--- config.mk ---
export PLATFORM = sky130hd
export DESIGN_NAME = adts_header_sync_parser_core
export DESIGN_NICKNAME = d
export VERILOG_FILES = /design/src/hdl/adtshp_pkg.sv /design/src/hdl/adts_header_sync_parser_core.sv /design/src/hdl/adtshp_parser.sv
export SDC_FILE = /design/constraint.sdc
export NUM_CORES = 1
export LEC_CHECK = 0
export ABC_CLOCK_PERIOD_IN_PS = 5200
export BUFFER_PORTS_ARGS = -buffer_cell sky130_fd_sc_hd__buf_2
export CAP_MARGIN = 0
export CORE_UTILIZATION = 40
export CTS_BUF_LIST = sky130_fd_sc_hd__clkbuf_2
export DETAILED_ROUTE_END_ITERATION = 16
export PLACE_DENSITY_LB_ADDON = 0.1
export SETUP_SLACK_MARGIN = 0.15
export SLEW_MARGIN = 15
export SYNTH_ARGS = -nofsm -noshare
export SYNTH_HDL_FRONTEND = slang
export SYNTH_SLANG_ARGS = --single-unit
--- constraint.sdc ---
create_clock -name clock -period 5.2 [get_ports clock]
set_clock_uncertainty 0.1 [all_clocks]
set_input_delay 0.52 -clock clock [delete_from_list [all_inputs] [get_ports clock]]
set_output_delay 0.52 -clock clock [all_outputs]
set_load 0.05 [all_outputs]
--- src/hdl/adtshp_pkg.sv ---
// shared types, constants and the sample-rate table for the adts header parser
package adtshp_pkg;

   localparam int HEADER_BYTES = 7;
   localparam int INDEX_W      = $clog2(HEADER_BYTES + 1);
   localparam int OFFSET_W     = 32;
   localparam int RATE_W       = 17;
   localparam int TDATA_W      = 88;

   typedef logic [INDEX_W-1:0] index_type;

   localparam index_type INDEX_SEARCH = index_type'(0);
   localparam index_type INDEX_SYNCED = index_type'(2);
   localparam index_type INDEX_CHECK  = index_type'(3);
   localparam index_type INDEX_LAST   = index_type'(HEADER_BYTES);

   localparam logic [7:0] SYNC_BYTE   = 8'hFF;
   localparam logic [3:0] SYNC_NIBBLE = 4'hF;
   localparam logic [1:0] LAYER_AAC   = 2'd0;
   localparam logic [1:0] PROFILE_BAD = 2'd3;

   typedef struct packed {
      logic [1:0]          raw_block_count;
      logic [10:0]         buffer_fullness;
      logic [12:0]         frame_length;
      logic                copyright_id_start;
      logic                copyright_id_bit;
      logic [2:0]          channel_config;
      logic [RATE_W-1:0]   sample_rate_hz;
      logic [1:0]          profile_code;
      logic                crc_absent;
      logic [OFFSET_W-1:0] header_offset;
   } result_type;

   function automatic logic [RATE_W-1:0] rate_hz(input logic [3:0] rate_index);
      logic [RATE_W-1:0] hz;
      case (rate_index)
         4'd0:    hz = 17'd96000;
         4'd1:    hz = 17'd88200;
         4'd2:    hz = 17'd64000;
         4'd3:    hz = 17'd48000;
         4'd4:    hz = 17'd44100;
         4'd5:    hz = 17'd32000;
         4'd6:    hz = 17'd24000;
         4'd7:    hz = 17'd22050;
         4'd8:    hz = 17'd16000;
         4'd9:    hz = 17'd12000;
         4'd10:   hz = 17'd11025;
         4'd11:   hz = 17'd8000;
         default: hz = '0;
      endcase
      return hz;
   endfunction

endpackage

--- src/hdl/adts_header_sync_parser_core.sv ---
// top level of the adts header sync parser
// Takes one stream byte per cycle and reports each valid ADTS header as one
// transaction holding the decoded fields and the byte offset of its first sync
// byte. Bytes pass through an input register into the parser and the result
// lands in an output register, which offers a header's transaction once its
// last byte has passed both registers; the sustained rate is one byte per
// cycle, limited only by the result side holding its output register.
module adts_header_sync_parser_core (
   input  logic                               clock,
   input  logic                               reset,
   input  logic                               req_tvalid,
   output logic                               req_tready,
   input  logic [7:0]                         req_tdata,  // data_byte
   output logic                               rsp_tvalid,
   input  logic                               rsp_tready,
   // header_offset, crc_absent, profile_code, sample_rate_hz,
   // channel_config, copyright_id_bit, copyright_id_start, frame_length,
   // buffer_fullness, raw_block_count, zero pad
   output logic [adtshp_pkg::TDATA_W-1:0]     rsp_tdata
);

   logic                   in_valid_ff, in_valid_in;
   logic [7:0]             in_byte_ff;
   logic                   out_valid_ff, out_valid_in;
   adtshp_pkg::result_type out_data_ff;
   logic                   advance;
   logic                   result_valid;
   adtshp_pkg::result_type result;

   assign advance    = in_valid_ff && (!out_valid_ff || rsp_tready);
   assign req_tready = !in_valid_ff || advance;

   always_comb begin
      in_valid_in = in_valid_ff;
      if (req_tvalid && req_tready) begin
         in_valid_in = 1'b1;
      end else if (advance) begin
         in_valid_in = 1'b0;
      end
      out_valid_in = out_valid_ff;
      if (advance && result_valid) begin
         out_valid_in = 1'b1;
      end else if (rsp_tready) begin
         out_valid_in = 1'b0;
      end
   end

   adtshp_parser u_parser (
      .clock        (clock),
      .reset        (reset),
      .step         (advance),
      .data_byte    (in_byte_ff),
      .result_valid (result_valid),
      .result       (result)
   );

   always_ff @(posedge clock) begin
      if (reset) begin
         in_valid_ff  <= 1'b0;
         out_valid_ff <= 1'b0;
      end else begin
         in_valid_ff  <= in_valid_in;
         out_valid_ff <= out_valid_in;
      end
   end

   always_ff @(posedge clock) begin
      if (req_tvalid && req_tready) begin
         in_byte_ff <= req_tdata;
      end
      if (advance && result_valid) begin
         out_data_ff <= result;
      end
   end

   assign rsp_tvalid = out_valid_ff;
   assign rsp_tdata  = {{(adtshp_pkg::TDATA_W - $bits(adtshp_pkg::result_type)){1'b0}},
                        out_data_ff};

endmodule

--- src/hdl/adtshp_parser.sv ---
// sync search and header gathering state, one byte per step
module adtshp_parser (
   input  logic                    clock,
   input  logic                    reset,
   input  logic                    step,
   input  logic [7:0]              data_byte,
   output logic                    result_valid,
   output adtshp_pkg::result_type  result
);

   logic [7:0]                      prev_byte_ff, prev_byte_in;
   logic                            prev_valid_ff, prev_valid_in;
   adtshp_pkg::index_type           index_ff, index_in;
   logic [39:0]                     hdr_ff, hdr_in;
   logic [adtshp_pkg::OFFSET_W-1:0] pos_ff, pos_in;
   logic [adtshp_pkg::OFFSET_W-1:0] start_ff, start_in;
   adtshp_pkg::index_type           index_next;
   logic [47:0]                     full;
   logic                            sync_hit;
   logic                            bad_check;

   assign full       = {hdr_ff, data_byte};
   assign index_next = index_ff + adtshp_pkg::index_type'(1);
   assign sync_hit   = prev_valid_ff && (prev_byte_ff == adtshp_pkg::SYNC_BYTE)
                       && (data_byte[7:4] == adtshp_pkg::SYNC_NIBBLE);
   assign bad_check  = (data_byte[7:6] == adtshp_pkg::PROFILE_BAD)
                       || (adtshp_pkg::rate_hz(data_byte[5:2]) == '0);

   always_comb begin
      prev_byte_in  = prev_byte_ff;
      prev_valid_in = prev_valid_ff;
      index_in      = index_ff;
      hdr_in        = hdr_ff;
      pos_in        = pos_ff;
      start_in      = start_ff;
      result_valid  = 1'b0;
      if (step) begin
         pos_in = pos_ff + 32'd1;
         if (index_ff == adtshp_pkg::INDEX_SEARCH) begin
            if (sync_hit) begin
               if (data_byte[2:1] != adtshp_pkg::LAYER_AAC) begin
                  prev_valid_in = 1'b0;
                  prev_byte_in  = '0;
               end else begin
                  start_in = pos_ff - 32'd1;
                  hdr_in   = {hdr_ff[31:0], data_byte};
                  index_in = adtshp_pkg::INDEX_SYNCED;
               end
            end else begin
               prev_byte_in  = data_byte;
               prev_valid_in = 1'b1;
            end
         end else begin
            hdr_in = {hdr_ff[31:0], data_byte};
            if ((index_next == adtshp_pkg::INDEX_CHECK) && bad_check) begin
               index_in      = adtshp_pkg::INDEX_SEARCH;
               prev_valid_in = 1'b0;
               prev_byte_in  = '0;
            end else if (index_next == adtshp_pkg::INDEX_LAST) begin
               result_valid  = 1'b1;
               index_in      = adtshp_pkg::INDEX_SEARCH;
               prev_valid_in = 1'b0;
               prev_byte_in  = '0;
            end else begin
               index_in = index_next;
            end
         end
      end
   end

   always_comb begin
      result.header_offset      = start_ff;
      result.crc_absent         = full[40];
      result.profile_code       = full[39:38];
      result.sample_rate_hz     = adtshp_pkg::rate_hz(full[37:34]);
      result.channel_config     = full[32:30];
      result.copyright_id_bit   = full[27];
      result.copyright_id_start = full[26];
      result.frame_length       = full[25:13];
      result.buffer_fullness    = full[12:2];
      result.raw_block_count    = full[1:0];
   end

   always_ff @(posedge clock) begin
      if (reset) begin
         prev_byte_ff  <= '0;
         prev_valid_ff <= 1'b0;
         index_ff      <= adtshp_pkg::INDEX_SEARCH;
         pos_ff        <= '0;
         start_ff      <= '0;
      end else begin
         prev_byte_ff  <= prev_byte_in;
         prev_valid_ff <= prev_valid_in;
         index_ff      <= index_in;
         pos_ff        <= pos_in;
         start_ff      <= start_in;
      end
   end

   always_ff @(posedge clock) begin
      hdr_ff <= hdr_in;
   end

endmodule

Yosys cells after proc, flatten, opt, wreduce, memory -nomap -nowiden
Memory sizes are Yosys's and may differ from the RTL's. A register that Yosys moved wholly into a read port is not among the register bits.
Cells that the tools add are included.
- register bits: 185
- memory bits (read-only): 544
- input port bits: 12
- output and inout bits: 90
- logic and storage cells: 79
- memories: 2
- memories (name ; words ; width ; rd ports ; clocked after Yosys merged registers in ; write ports ; line ; source):
    (no name shown) ; 16 ; 17 ; 1 ; 1 ; 0 ; adtshp_pkg.sv:37 ; case (rate_index)
    (no name shown) ; 16 ; 17 ; 1 ; 1 ; 0 ; adtshp_pkg.sv:37 ;
- add/sub/neg operators: 3
- equal/unequal tests: 8
- multiplexer cells: 27
- bitwise gates (word level): 1
- reduce and logical (&&, ||, !) cells: 20
- operators with widths (kind ; count):
    two-way mux 33 bit ; 3
    two-way mux 8 bit ; 5
    adder 32 x 1 -> 32 bit, second input constant ; 1
    subtractor 32 x 1 -> 32 bit, second input constant ; 1
    logical NOT 17 bit ; 1
    two-way mux 3 bit ; 5
    two-way mux 1 bit ; 13
    equality test 8 bit, second input constant ; 1
    logical AND 1 bit ; 6
    AND reduction 3 bit ; 2
    nonzero test 2 bit ; 3
    equality test 4 bit, second input constant ; 1
    two-way mux 4 bit ; 1
    AND reduction 4 bit ; 1
    adder 3 x 1 -> 3 bit, second input constant ; 1
    equality test 3 x 2 -> 1 bit, second input constant ; 1
    equality test 3 bit, second input constant ; 1
    logical NOT 3 bit ; 1
    logical OR 1 bit ; 3
    inequality test 3 bit, second input constant ; 1
    nonzero test 3 bit ; 1
    equality test 2 bit, second input constant ; 1
    logical NOT 1 bit ; 2
    inequality test 2 x 1 -> 1 bit, second input constant ; 1
    other kinds (2) ; 2

Longest topological paths before layout
- depth in word-level cells: 8
- depth in mapped cells: 9
- mapped depth without buffers: 8

By module
Synthesis repeated with hierarchy kept, for this count alone.
- cells, all modules: 720
- area, all modules: 8672.1 um^2
- modules (own cells, without submodules) (module ; times used ; cells an instance ; area each (um^2) ; seq. area each (um^2)):
    adtshp_parser ; 1 ; 612 ; 5795.6 ; 2802.7
    adts_header_sync_parser_core ; 1 ; 108 ; 2876.5 ; 2772.7

Worst setup path after synthesis
OpenSTA, ideal clock, no wires.
- path kind: reg-to-reg
- start: reg u_parser.index_ff[0]
- end: reg out_data_ff (netlist bit rsp_tdata[0]), enable pin
- library setup time: 0.552 ns
- data arrival time: 4.913 ns
- setup slack: -0.365 ns
- cell stages (with the launch flop): 5
- period minus slack after synthesis: 5.565 ns
- path through: dfxtp_1 > inv_1 > ha_1 > or2_2 > a21oi_1
- word-level cells in the longest chain between the ends: 7
- ends and longest elaborated chain (item ; line ; source):
    start: declaration ; adtshp_parser.sv:13 ; adtshp_pkg::index_type index_ff, index_in;
    start signal: assignment ; adtshp_parser.sv:88 ; index_ff <= adtshp_pkg::INDEX_SEARCH;
    start signal: assignment ; adtshp_parser.sv:94 ; index_ff <= index_in;
    adder 3 x 1 -> 3 bit ; adtshp_parser.sv:23 ; assign index_next = index_ff + adtshp_pkg::index_type'(1);
    equality test 3 bit / equality test 3 x 2 -> 1 bit (equally long branches) ; adtshp_parser.sv:59, adtshp_parser.sv:55 ;
    two-way mux 1 bit / logical AND 1 bit (equally long branches) ; adtshp_parser.sv:59, adtshp_parser.sv:55 ;
    two-way mux 1 bit ; adtshp_parser.sv:55 ; if ((index_next == adtshp_pkg::INDEX_CHECK) && bad_check) begin
    two-way mux 1 bit (*) ; adtshp_parser.sv:39 ; if (index_ff == adtshp_pkg::INDEX_SEARCH) begin
    two-way mux 1 bit (*) ; adtshp_parser.sv:37 ; if (step) begin
    logical AND 1 bit (*) ; adts_header_sync_parser_core.sv:71 ; if (advance && result_valid) begin
    end signal: assignment ; adts_header_sync_parser_core.sv:72 ; out_data_ff <= result;
    end: declaration ; adts_header_sync_parser_core.sv:25 ; adtshp_pkg::result_type out_data_ff;
Every way passes the cells marked *; elsewhere a longest branch is shown, timed or not.
A chain may end at the register's enable or synchronous reset.

Final worst setup path
- start: reg u_parser.pos_ff[0] (netlist bit)
- end: reg u_parser.start_ff[26] (netlist bit)
- word-level cells in the longest chain between the ends: 1
- ends and longest elaborated chain (item ; line ; source):
    start: declaration ; adtshp_parser.sv:15 ; logic [adtshp_pkg::OFFSET_W-1:0] pos_ff, pos_in;
    start signal: assignment ; adtshp_parser.sv:95 ; pos_ff <= pos_in;
    subtractor 32 x 1 -> 32 bit ; adtshp_parser.sv:45 ; start_in = pos_ff - 32'd1;
    end signal: assignment ; adtshp_parser.sv:96 ; start_ff <= start_in;
    end: declaration ; adtshp_parser.sv:16 ; logic [adtshp_pkg::OFFSET_W-1:0] start_ff, start_in;
No other way between the ends.

==> impl_metrics.csv <==
group,metric,value,unit
critical_path,arrival,3.39,ns
synthesis,avgSynthCellArea,12.3,µm²
synthesis,yosysMostFrequentCell,"edfxtp_1",
sta,worst_slew_pin_slew,1.06,ns
synthesis,synth_cell_types,51,
drt,drtPass1Iterations,5,
run_status,outcome,"completed",
finish,finalInstanceArea,9800,µm²
critical_path,cpPeakStageDelay,0.77,ns
synthesis,synth-async-reset-ratio,0,
synthesis,synthTopCellsByCount,"edfxtp_1, dfxtp_1, nor2_1, clkbuf_1, xnor2_1",
synthesis,synth.cell_area,8490,µm²
clock_network,numCtsBuffers,53,
grt,antenna_found_initial,1,
finish,area_growth,15.5,%
drt,routed_via_density,4.95,
clock_network,clk_latency,0.79,ns
sta,slew_headroom,0.286,
clock_network,cts_root_buf,"clkbuf_2",
hold_path,hold_class,"input port to flip-flop",
drt,wl,16900,µm
placement,numPortBuffers,96,
placement,dpl_cell_area,9160,µm²
finish,nNetsFinal,844,
power,p_comb_frac,0.044,
critical_path,r2r_slack,2.38,ns
floorplan,die_area,21800,µm²
power,leakage,3.60,nW
drt,drc,0,
power,p_int,2.38,mW
sta,fin_setup_tns,0,ns
sta,rsz0062_at_grt,"no",
placement,gp_congestion,0.840,
sta,final_max_slew_viol_count,0,
synthesis,yosys_warnings,0,
drt,vias,5599,
synthesis,seq_area_frac_synth,0.653,
sta,finalSetupViolations,0,
critical_path,crit_chain,"inv_1, ha_1, nor4b_1, nand4_1, nor4_1, xnor2_1, a211oi_1",
floorplan,dieHeight,148,µm
finish,post_route_cells_drive_above_1_share,0.237,
power,switching_share,0.240,
grt,grt_pass1_vias,5513,
synthesis,ys_seq_elements,216,
clock_network,ctsResizeCount,0,
synthesis,ys.flop_type,"edfxtp_1",
critical_path,critPathKind,"flip-flop to flip-flop",
sta,fmax,0.355,GHz
grt,overflow,0,
clock_network,clk_path_buf_depth,3,
clock_network,h-tree-depth,2,
clock_network,cts_tree,"built",
synthesis,yosys.area.top_type,"edfxtp_1",
critical_path,crit_family,"simple AND/OR/NAND/NOR gates",
clock_network,cts-hold-fix-buffers,11,
power,p_per_area,320,nW/µm²
sta,period_minus_slack,2.82,ns
power,power,3.13,mW
synthesis,netlist_instances,691,
drt,wl_per_cell,14.9,µm
power,clkPwrFrac,0.371,
floorplan,io_pins,102,
grt,grt_pass1_wl,27900,µm
critical_path,cp_max_fo,8,
power,ir_drop,118,µV
critical_path,start_kind,"flip-flop",
synthesis,synth_top_area_frac,0.432,
critical_path,cp_data_required_time,5.77,ns
floorplan,coreArea,20500,µm²
sta,min_period_over_period,0.542,
sta,hold_viol,0,
placement,post-place-ws,2.37,ns
floorplan,num_rows,52,
floorplan,die_w,148,µm
drt,drtIter0Drc,337,
job,maxCapViolations,0,
power,seq_power_share,0.584,
power,switchingPower,752,µW
sta,fin_ws,2.38,ns
clock_network,post_cts_buffers,0,
critical_path,crit_path_end_kind,"flip-flop",
clock_network,cts.sinks,216,
critical_path,crit_buf_inv,1,
clock_network,path_clk_slew,0.09,ns
grt,grt_use_total,0.161,
critical_path,cpMaxStageDelayCell,"nor4b_1",
synthesis,synth_edf_count,122,
placement,place_hpwl,11400,µm
floorplan,start_util,0.414,
grt,grt_max_degree,74,
synthesis,yosys-top-cells-area,"edfxtp_1, dfxtp_1, nor2_1",
drt,ant_nets,0,
[cells by family (layout without fill, tap and decap cells)]
family / after synthesis / in the layout / synth area share
other cells: 1 / 6 / 0.000442
simple gates: 244 / 244 / 0.151
xor+xnor: 55 / 55 / 0.0568
flops: 216 / 216 / 0.653
compound gates: 89 / 89 / 0.0717
mux: 8 / 8 / 0.0103
buf+inv: 62 / 227 / 0.0329
fa+ha+maj: 16 / 16 / 0.0236
[cell usage in the layout (no fill, tap or decap), types with 3 or more instances in the layout]
master         netlist  layout
a211oi_1            28      28
a21oi_1             15      14
a22o_1               8       8
a311oi_1             6       6
and2_1               5       5
and3_1               9       9
and4_1               8       8
buf_2                1      96
buf_4                6       6
clkbuf_2             0      79
clkinv_1             0      15
conb_1               1       5
dfxtp_1             94      94
dlygate4sd3_1        0      11
edfxtp_1           122     122
ha_1                16      16
inv_1               15      15
mux2_2               6       6
nand2_1             29      29
nand2b_1             7       7
nand3_1             21      21
nand4_1             18      18
nor2_1              80      80
nor2b_1              4       4
nor3_1              15      15
nor4_1              22      22
o21ai_0             16      16
o22ai_1              5       5
o31ai_1              5       5
or2_2                3       3
or3_1                6       6
or4_1                3       3
xnor2_1             31      31
xor2_1              24      24
[sequential cells by signal (all words and copies together) (netlist names), named ones only]
| name | flops |
|---|---|
| u_parser.index_ff | 3 |
| u_parser.pos_ff | 32 |
| rsp_tvalid | 1 |
| u_parser.prev_valid_ff | 1 |
| u_parser.start_ff | 32 |
| in_byte_ff | 8 |
| u_parser.hdr_ff | 32 |
| u_parser.prev_byte_ff | 8 |
| rsp_tdata | 82 |
| in_valid_ff | 1 |
[power groups by stage]
stage	clock (mW)	combinational (mW)	sequential (mW)
CTS	1.22	0.141	1.83
detailed placement	0	0.134	1.87
global placement	0	0.132	1.87
floorplan	0	0.109	1.86
finish	1.16	0.139	1.83
global route	1.32	0.155	1.83
[metal layers]
metal,GRT usage,part of all wire,up-vias
met4,0.0680,0.020,0
met5,0,0,-
li1,-,-,2811
met1,0.216,0.47,2621
met2,0.245,0.45,140
met3,0.0435,0.058,27
[cell type report]
class | count | area, µm²
Clock inverter | 20 | 135
Sequential cell | 216 | 5550
Multi-Input combinational cell | 417 | 2690
Fill cell | 1896 | 10700
Clock buffer | 79 | 395
Tap cell | 270 | 338
Timing Repair Buffer | 113 | 636
Antenna cell | 1 | 2.50
Inverter | 15 | 56.3
[worst paths after layout]
kind                                 to                   from  cells after the start
setup / recovery  u_parser.start_ff[26]     u_parser.pos_ff[0]                      7
hold / removal       u_parser.pos_ff[2]                  reset                      2
setup reg to reg  u_parser.start_ff[26]     u_parser.pos_ff[0]                      7
hold reg to reg           rsp_tdata[24]  u_parser.start_ff[24]                      0
[through the flow]
step                      utilization  instances  hold WS [ns]
after global routing            0.478       1131        0.0731
after CTS                       0.478       1130        0.0284
after detailed placement        0.447       1020         0.305
after floorplan                     -        695         0.300
after global placement          0.447       1020         0.303
final                           0.478       1131         0.120
No activity file was read; power rests on OpenSTA's default activity.
